### src/rtl/b64d_pkg.sv
// ----------------------------------------------------------------------------
// b64d_pkg
// Types, status codes and the character map shared by the base64 decoder
// and its checker.
// ----------------------------------------------------------------------------
package b64d_pkg;

  localparam int CharWidth  = 8;
  localparam int CountWidth = 16;
  localparam int StatWidth  = 3;

  // Verdict codes carried on the status field
  localparam logic [StatWidth-1:0] ST_OK       = 3'd0;
  localparam logic [StatWidth-1:0] ST_BAD_CHAR = 3'd1;
  localparam logic [StatWidth-1:0] ST_BAD_PAD  = 3'd2;
  localparam logic [StatWidth-1:0] ST_LENGTH   = 3'd3;
  localparam logic [StatWidth-1:0] ST_CAPACITY = 3'd4;

  // Alphabet boundaries and offsets
  localparam logic [7:0] CH_UPPER_A = 8'h41;
  localparam logic [7:0] CH_UPPER_Z = 8'h5A;
  localparam logic [7:0] CH_LOWER_A = 8'h61;
  localparam logic [7:0] CH_LOWER_Z = 8'h7A;
  localparam logic [7:0] CH_DIGIT_0 = 8'h30;
  localparam logic [7:0] CH_DIGIT_9 = 8'h39;
  localparam logic [7:0] CH_PLUS    = 8'h2B;
  localparam logic [7:0] CH_SLASH   = 8'h2F;
  localparam logic [7:0] CH_PAD     = 8'h3D;
  localparam logic [7:0] OFS_LOWER  = 8'd26;
  localparam logic [7:0] OFS_DIGIT  = 8'd52;
  localparam logic [5:0] SX_PLUS    = 6'd62;
  localparam logic [5:0] SX_SLASH   = 6'd63;

  localparam logic [CountWidth-1:0] MAX_BYTES_RESET = 16'd64;

  typedef struct packed {
    logic [CharWidth-1:0] char_code;
    logic                 end_of_string;
  } in_item_t;

  typedef struct packed {
    logic [7:0]            data_byte;
    logic                  carries_byte;
    logic                  last;
    logic [StatWidth-1:0]  status;
    logic [CountWidth-1:0] total_bytes;
  } out_item_t;

  typedef struct packed {
    logic       is_pad;
    logic       is_bad;
    logic [5:0] value;
  } sextet_t;

  // Map one ASCII character to its sextet, or flag padding / bad character
  function automatic sextet_t sextet_of(logic [CharWidth-1:0] ch);
    sextet_t s;
    s.is_pad = 1'b0;
    s.is_bad = 1'b0;
    s.value  = 6'd0;
    if (ch >= CH_UPPER_A && ch <= CH_UPPER_Z) begin
      s.value = 6'(ch - CH_UPPER_A);
    end else if (ch >= CH_LOWER_A && ch <= CH_LOWER_Z) begin
      s.value = 6'(ch - CH_LOWER_A + OFS_LOWER);
    end else if (ch >= CH_DIGIT_0 && ch <= CH_DIGIT_9) begin
      s.value = 6'(ch - CH_DIGIT_0 + OFS_DIGIT);
    end else if (ch == CH_PLUS) begin
      s.value = SX_PLUS;
    end else if (ch == CH_SLASH) begin
      s.value = SX_SLASH;
    end else if (ch == CH_PAD) begin
      s.is_pad = 1'b1;
    end else begin
      s.is_bad = 1'b1;
    end
    return s;
  endfunction

endpackage

### src/rtl/strict_base64_decoder.sv
// Strict base64 decoder. One character item is taken per cycle while the result
// register has room; its decode, padding and capacity checks are done in a
// single pass and the item's results (zero to three) land in a three-entry
// result register that drains one result per cycle on the output channel
// while the receiver is ready. A new character is taken in the same cycle the
// last pending result leaves, so the result register, not the decode, limits
// the rate: it takes a new item only when at most one result is left and that
// one is leaving. No clearing pass follows reset. The capacity register is
// written through the cfg channel, which is always ready.
// ----------------------------------------------------------------------------
// strict_base64_decoder
// Decodes RFC 4648 base64 text with mandatory padding, one char per item,
// and closes each string with a verdict and byte total.
// ----------------------------------------------------------------------------
module strict_base64_decoder
  import b64d_pkg::*;
(
  input  logic                  clk,
  input  logic                  rst,
  input  logic                  in_valid,
  output logic                  in_ready,
  input  in_item_t              in_data,
  output logic                  out_valid,
  input  logic                  out_ready,
  output out_item_t             out_data,
  input  logic                  cfg_valid,
  output logic                  cfg_ready,
  input  logic [CountWidth-1:0] cfg_data
);

  // Configuration and per-string state
  logic [CountWidth-1:0] max_bytes;
  logic [1:0]            qpos;
  logic [17:0]           acc;
  logic [1:0]            pad_cnt;
  logic [StatWidth-1:0]  fault;
  logic [CountWidth-1:0] emitted;

  // Result register: entry 0 is the one shown on the output
  out_item_t             rbuf [3];
  logic [1:0]            rcnt;

  // Next values from the decode pass
  logic [1:0]            qpos_next;
  logic [17:0]           acc_next;
  logic [1:0]            pad_next;
  logic [StatWidth-1:0]  fault_next;
  logic [CountWidth-1:0] emitted_next;
  out_item_t             res_next [3];
  logic [1:0]            cnt_next;

  logic in_fire;
  logic out_fire;

  assign cfg_ready = 1'b1;
  assign out_valid = (rcnt != 2'd0);
  assign out_data  = rbuf[0];
  assign out_fire  = out_valid && out_ready;
  assign in_ready  = (rcnt == 2'd0) || (rcnt == 2'd1 && out_ready);
  assign in_fire   = in_valid && in_ready;

  // Decode one character against the current quantum
  always_comb begin
    sextet_t               sx;
    logic                  do_finish;
    logic [5:0]            fourth;
    logic [23:0]           word;
    logic [1:0]            nbytes;
    logic [CountWidth:0]   sum;
    logic                  eos;

    sx           = sextet_of(in_data.char_code);
    eos          = in_data.end_of_string;
    qpos_next    = qpos;
    acc_next     = acc;
    pad_next     = pad_cnt;
    fault_next   = fault;
    emitted_next = emitted;
    cnt_next     = 2'd0;
    do_finish    = 1'b0;
    fourth       = 6'd0;
    for (int i = 0; i < 3; i++) begin
      res_next[i] = '0;
    end

    if (fault == ST_OK) begin
      if (pad_cnt != 2'd0) begin
        if (!sx.is_pad) begin
          fault_next = ST_BAD_PAD;
        end else begin
          pad_next  = 2'd2;
          do_finish = 1'b1;
        end
      end else if (sx.is_pad) begin
        if (qpos < 2'd2) begin
          fault_next = ST_BAD_PAD;
        end else if (qpos == 2'd2) begin
          pad_next  = 2'd1;
          acc_next  = {acc[11:0], 6'd0};
          qpos_next = 2'd3;
        end else begin
          pad_next  = 2'd1;
          do_finish = 1'b1;
        end
      end else if (sx.is_bad) begin
        fault_next = ST_BAD_CHAR;
      end else if (qpos < 2'd3) begin
        acc_next  = {acc[11:0], sx.value};
        qpos_next = qpos + 2'd1;
      end else begin
        fourth    = sx.value;
        do_finish = 1'b1;
      end
    end

    // Complete the quantum: check padding and capacity, then emit bytes
    word   = {acc, fourth};
    nbytes = 2'd3 - pad_next;
    sum    = {1'b0, emitted} + {{(CountWidth-1){1'b0}}, nbytes};
    if (do_finish) begin
      if (pad_next != 2'd0 && !eos) begin
        fault_next = ST_BAD_PAD;
      end else if (sum > {1'b0, max_bytes}) begin
        fault_next = ST_CAPACITY;
      end else begin
        res_next[0].data_byte    = word[23:16];
        res_next[1].data_byte    = word[15:8];
        res_next[2].data_byte    = word[7:0];
        res_next[0].carries_byte = 1'b1;
        res_next[1].carries_byte = 1'b1;
        res_next[2].carries_byte = 1'b1;
        cnt_next                 = nbytes;
        emitted_next             = sum[CountWidth-1:0];
      end
      qpos_next = 2'd0;
      acc_next  = '0;
      pad_next  = 2'd0;
    end

    // Close the string: verdict item on a fault or with no byte to tag, else tag the final byte
    if (eos) begin
      if (fault_next == ST_OK && qpos_next != 2'd0) begin
        fault_next = ST_LENGTH;
      end
      if (fault_next != ST_OK || cnt_next == 2'd0) begin
        res_next[0]              = '0;
        res_next[0].last         = 1'b1;
        res_next[0].status       = (fault_next != ST_OK) ? fault_next : ST_LENGTH;
        res_next[0].total_bytes  = emitted_next;
        cnt_next                 = 2'd1;
      end else begin
        case (cnt_next)
          2'd1: begin
            res_next[0].last        = 1'b1;
            res_next[0].total_bytes = emitted_next;
          end
          2'd2: begin
            res_next[1].last        = 1'b1;
            res_next[1].total_bytes = emitted_next;
          end
          2'd3: begin
            res_next[2].last        = 1'b1;
            res_next[2].total_bytes = emitted_next;
          end
          default: begin
            res_next[0].last = 1'b0;
          end
        endcase
      end
      qpos_next    = 2'd0;
      acc_next     = '0;
      pad_next     = 2'd0;
      fault_next   = ST_OK;
      emitted_next = '0;
    end
  end

  // Capacity register
  always_ff @(posedge clk) begin
    if (rst) begin
      max_bytes <= MAX_BYTES_RESET;
    end else if (cfg_valid && cfg_ready) begin
      max_bytes <= cfg_data;
    end
  end

  // Advance per-string state on each accepted item
  always_ff @(posedge clk) begin
    if (rst) begin
      qpos    <= 2'd0;
      acc     <= '0;
      pad_cnt <= 2'd0;
      fault   <= ST_OK;
      emitted <= '0;
    end else if (in_fire) begin
      qpos    <= qpos_next;
      acc     <= acc_next;
      pad_cnt <= pad_next;
      fault   <= fault_next;
      emitted <= emitted_next;
    end
  end

  // Result occupancy: load on accept, drop one on each output handshake
  always_ff @(posedge clk) begin
    if (rst) begin
      rcnt <= 2'd0;
    end else if (in_fire) begin
      rcnt <= cnt_next;
    end else if (out_fire) begin
      rcnt <= rcnt - 2'd1;
    end
  end

  // Result payload: load or shift toward the output slot
  always_ff @(posedge clk) begin
    if (in_fire) begin
      rbuf[0] <= res_next[0];
      rbuf[1] <= res_next[1];
      rbuf[2] <= res_next[2];
    end else if (out_fire) begin
      rbuf[0] <= rbuf[1];
      rbuf[1] <= rbuf[2];
    end
  end

endmodule

### config.mk
export PLATFORM = sky130hd
export DESIGN_NAME = strict_base64_decoder
export DESIGN_NICKNAME = d
export VERILOG_FILES = /design/src/rtl/b64d_pkg.sv /design/src/rtl/strict_base64_decoder.sv
export SDC_FILE = /design/constraint.sdc
export NUM_CORES = 1
export LEC_CHECK = 0
export BUFFER_PORTS_ARGS = -buffer_cell sky130_fd_sc_hd__buf_2
export CAP_MARGIN = 20
export CORE_ASPECT_RATIO = 1.75
export CORE_UTILIZATION = 45
export CTS_CLUSTER_SIZE = 28
export DETAILED_ROUTE_END_ITERATION = 10
export PLACE_DENSITY = 0.7
export SYNTH_ARGS = -nofsm -noshare
export SYNTH_HDL_FRONTEND = slang
export SYNTH_SLANG_ARGS = --single-unit
### constraint.sdc
create_clock -name clk -period 6.2 [get_ports clk]
set_input_delay 1.24 -clock clk [delete_from_list [all_inputs] [get_ports clk]]
set_output_delay 1.24 -clock clk [all_outputs]
set_load 0.03 [all_outputs]
==> Word-level counts from Yosys, hierarchy flattened <==
Memory sizes are Yosys's and may differ from the RTL's.
Cells that the tools add are included.
W data, S select, Z words.
{ "totals": {"ff_bits": 59, "ram_bits": 87, "output_inout_bits": 32, "memories": 1} }
{ "memory_table": {"columns": ["name", "words", "word_bits", "rd", "rd_clocked_by_memory_dff", "wr", "line", "source"], "rows": [
  ["rbuf", 3, 29, 3, 0, 3, "strict_base64_decoder.sv:40", "out_item_t rbuf [3];"]
]} }
{ "classes": {"n_addsub": 9, "magnitude_cmp": 9, "n_eq_ne": 12, "n_mux": 109, "bitwise": 2, "n_reduce_logical": 24} }
{ "op_table": {"columns": ["operator", "n"], "rows": [
  ["$mux W16", 12],
  ["$mux W18", 9],
  ["$mux W9", 10],
  ["$mux W29", 3],
  ["$mux W6", 10],
  ["$mux W2", 28],
  ["$mux W3", 14],
  ["$eq A8 B6 Y1 const B", 3],
  ["$mux W1", 23],
  ["$add A16 B2 Y17", 1],
  ["$gt A17 B16 Y1", 1],
  ["$ge A8 B7 Y1 const B", 2],
  ["$le A8 B7 Y1 const B", 2],
  ["$sub A6 B6 Y6 const B", 2],
  ["$reduce_bool A2 Y1", 5],
  ["$ge A8 B6 Y1 const B", 1],
  ["$le A8 B6 Y1 const B", 1],
  ["$logic_and A1 B1 Y1", 8],
  ["$ne A4 B2 Y1 const B", 2],
  ["$reduce_and A7 Y1", 1],
  ["$add A6 B5 Y6 const B", 1],
  ["$add A6 B6 Y6 const B", 1],
  ["$eq A2 B2 Y1 const B", 3],
  ["$logic_not A3 Y1", 2],
  ["other kinds (14)", 20]
]} }

==> Longest topological paths before layout <==
{ "depth": {"ltp_word": 25, "ltp_mapped": 25, "depth_no_buf": 22} }

==> Worst setup path after synthesis <==
No wires, ideal clock.
{ "synth_timing": {"path_kind": "input-to-reg", "start": "in in_data[3] (netlist bit)", "end": "mem rbuf[0][11] (netlist bit), data pin", "setup_time_ps": 259, "arrival_time_ps": 6145, "slack_ps": -204, "stages": 25, "path_cell_list": "buf_6 inv_1 ha_1 and3b_1 nand2_1 nor2_1 mux2i_1 ha_1 fa_1 and3_1 nand2_1 nor2_1 nand3_1 xor2_1 inv_1 ha_1 nand3_1 nor3_1 o2bb2ai_1 a31o_2 and2_1 clkbuf_1 clkbuf_1 o32ai_1 a211o_1"} }
{ "synth_lines": {"columns": ["element", "line", "source"], "rows": [
  ["start: declaration", "strict_base64_decoder.sv:22", "input in_item_t in_data,"],
  ["end: declaration", "strict_base64_decoder.sv:40", null]
]} }

==> summary.md <==
| Metric | Value |
|---|---|
| Status | finished, final reports clean |
| Antenna Nets Post-Route | 0 |
| FF-to-FF Start | fault[0]$_SDFFE_PP0P_ |
| Top_reg_cell synth | edfxtp_1 |
| Maximum vdd drop | 0.000154 V |
| Clock buffer depth | 2 |
| Post-Syn Area | 7840 um^2 |
| Post-synthesis sequential area ratio | 46.1% |
| H-tree Lvls | 4 |
| Mapped Cells | 853 |
| RSZ-0062 raised after global routing | false |
| Pre-antenna DRT Iters | 5 |
| Synth top area cells | edfxtp_1 31%, dfxtp_1 15%, nand2_1 6.1% |
| Final setup fails | 0 |
| DR WL/cell | 17.0 um |
| Initial DRC Count | 429 |
| Worst min-delay path endpoint | acc[16]$_SDFFE_PP0P_ |
| Fill cell count | 1560 |
| Antenna diodes | 0 |
| Pleak | 3.62 nW |
| Vias in the first global route | 6074 |
| Starting Density | 46.0% |
| CP peak stage delay | 300 ps |
| Die height | 177 um |
| Synth top area share | 31.0% |
| Clock Skews | 8.59 ps |
| Area grow syn2layout | 13.5% |
| Fin crit period | 5820 ps |
| First-pass GRT wire length | 30700 um |
| Critical path required time | 6440 ps |
| Skew-Pair Late Insertion Delay | 420 ps |
| Worst-path cell chain | buf_2, inv_1, ha_1, and3b_1, nand2_1, nor2_1, mux2i_2, ha_1, fa_1, and3_1, nand2_1, nor2_2, nand3_1, xor2_2, inv_1, ha_1, nand3_1, nor3_2, a211oi_1, a31o_2, and2_1, nand4_1, buf_4, o21ai_0 |
| FMAX | 172 MHz |
| Reg2Reg Capture Point | rbuf[0][30]$_DFFE_PP_ |
| Layout cells sized above 1 | 16.8% |
| Row cnt | 63 |
| WL final | 19100 um |
| Cell mode on critical path | ha_1 |
| Synth unique cells | 70 |
| Worst Tran Pin Value | 867 ps |
| CP max-delay cell | xor2_2 |
| Num CTS Buffers | 17 |
| Antenna violations before repair | 0 |
| Vias/cell | 5.65 |
| Hold WC Path Type | reg2reg |
| Startpoint types | input pin |
| EDFF count, synth | 81 |
| Critical path class | in2reg |
| DRC errors left | 0 |
| Root buf cell | clkbuf_16 |
| Core Area | 17000 um^2 |
| Crit share post-route | 93.9% |
| Overall Power | 2.81 mW |
| Average size of a mapped cell | 9.19 um^2 |
| Maxcap violations | 0 |
| Post-synth top area cell | edfxtp_1 |
| Global placer's final weighted congestion | 0.914 |
| Relative slew slack | 42.2% |
| Seq cells post-synth | 140 |
| Endpoints failing hold | 0 |
| PortBufs | 60 |
| Hold_buf cts | 0 |
| Die area | 18000 um^2 |
| Nets | 945 |
| GRT overflow | 0 |
| CP max FO | 7 |
| Pin count of the biggest net entering global routing | 60 |
| Die width | 102 um |
| CTS clk-pin slew, worst paths | 60 ps |
| Ys async rst share | 0% |
| Hold depth | 1 |
| CTS tree | done |
| Final core occ | 52.3% |
| Count leader, synth | nand2_1 |
| Worst setup EP type | flip-flop |
| Worst r2r path cells | 20 |
| Vias | 6359 |
| Most frequent cells after synthesis | 128 x nand2_1, 81 x edfxtp_1, 68 x nor2_1 |
| Post-DP HPWL | 13300 um |
| Clk sinks | 140 |
| CP Data Arrival Time | 6070 ps |
| Total GRT Usage | 22.1% |
| Flop2flop setup slack | 1230 ps |
| Power per Cell Area | 316 nW/um^2 |
| IO Pins | 62 |
| Synth Net Count | 913 |
| Post-CTS Setup Bufs | 0 |
| Hold Startpoint | acc[16]$_SDFFE_PP0P_ |
| Final slew viol count | 0 |
| Synth Warn # | 0 |
==> layout make-up <==
| cell class | count | area (um^2) | share of cell area, % |
|---|---|---|---|
| Inverter | 53 | 199 | 2.23 |
| Tap cell | 227 | 284 | 3.19 |
| Timing Repair Buffer | 98 | 602 | 6.76 |
| Multi-Input combinational cell | 575 | 3600 | 40.5 |
| Clock inverter | 14 | 170 | 1.91 |
| Sequential cell | 140 | 3610 | 40.6 |
| Clock buffer | 18 | 429 | 4.82 |
==> where the power goes <==
part           switching [mW]  internal, mW  total (mW)
logic                   0.408         0.151       0.559
registers              0.0410          1.17        1.21
clock network           0.408         0.633        1.04
total                   0.857          1.95        2.81
==> per-layer routing <==
metal  global-route usage (%)  vias up  part of all wire [%]
met5                        0        -                     0
met4                     12.3        0                   4.0
met3                     3.00       48                   5.2
met2                     37.1      245                    49
met1                     27.0     2959                    41
li1                         -     3107                     -
==> cells in the final DEF (no fill, tap or decap), drive strengths merged, types with 11 or more instances in the layout <==
cell type and instances:
a21oi 31, a22o 12, buf 98, clkbuf 18, dfxtp 59, edfxtp 81
ha 29, inv 55, mux2i 19, nand2 128, nand3 28, nand4 18
nor2 68, nor3 21, o211ai 12, o21ai 55, xor2 11
==> timing repair <==
item / in CTS / in global routing
endpoints found under the setup margin: 0 / 27
resized for setup: 0 / 5
hold endpoints to repair: 0 / 0
==> how the worst max path moves through the flow <==
stage,from,endpoint,cells after the start
final,in_data[3],rbuf[0][30]$_DFFE_PP_,24
after detailed placement,in_data[3],rbuf[0][40]$_DFFE_PP_,24
after global placement,in_data[3],emitted[15]$_SDFFE_PP0P_,23
after CTS,in_data[3],rbuf[0][40]$_DFFE_PP_,24
after floorplan,in_data[3],rbuf[0][14]$_DFFE_PP_,25
after global routing,in_data[3],emitted[8]$_SDFFE_PP0P_,23
==> kinds of logic (layout without fill, tap and decap cells) <==
kind of cell / count (synthesis) / after routing / share of synthesized area (%)
AO/OA/AOI/OAI: 198 / 198 / 17.5
XOR/XNOR: 17 / 17 / 1.90
adder cells (fa/ha/maj): 30 / 30 / 4.88
buffers and inverters: 138 / 183 / 8.44
flip-flops: 140 / 140 / 46.1
multiplexers: 25 / 25 / 3.29
other: 1 / 1 / 0.0478
AND/OR/NAND/NOR: 304 / 304 / 17.8
==> flip-flops by register name, summed over array words and instances (netlist names) <==
| register | count |
|---|---|
| fault | 3 |
| rbuf | 81 |
| max_bytes | 16 |
| acc | 18 |
| pad_cnt | 2 |
| emitted | 16 |
| qpos | 2 |
| rcnt | 2 |
==> per-stage QoR <==
step	hold slack, ps	setup TNS, ps	cells	setup WS (ps)	instance area (um^2)
floorplan	448	0	853	52.3	7850
global placement	465	0	1092	33.6	8270
detailed placement	463	-37.7	1092	-26.3	8270
CTS	480	0	1124	385	8870
global route	498	0	1125	14.7	8900
finish	480	0	1125	375	8900
==> worst max-delay path: cells and delay by family <==
kind	cells	cell delay (ps)
AO/OA/AOI/OAI	3	730
buffers and inverters	4	510
adder cells (fa/ha/maj)	4	970
XOR/XNOR	1	300
AND/OR/NAND/NOR	11	2030
multiplexers	1	280
No activity file was read; power rests on OpenSTA's default activity.
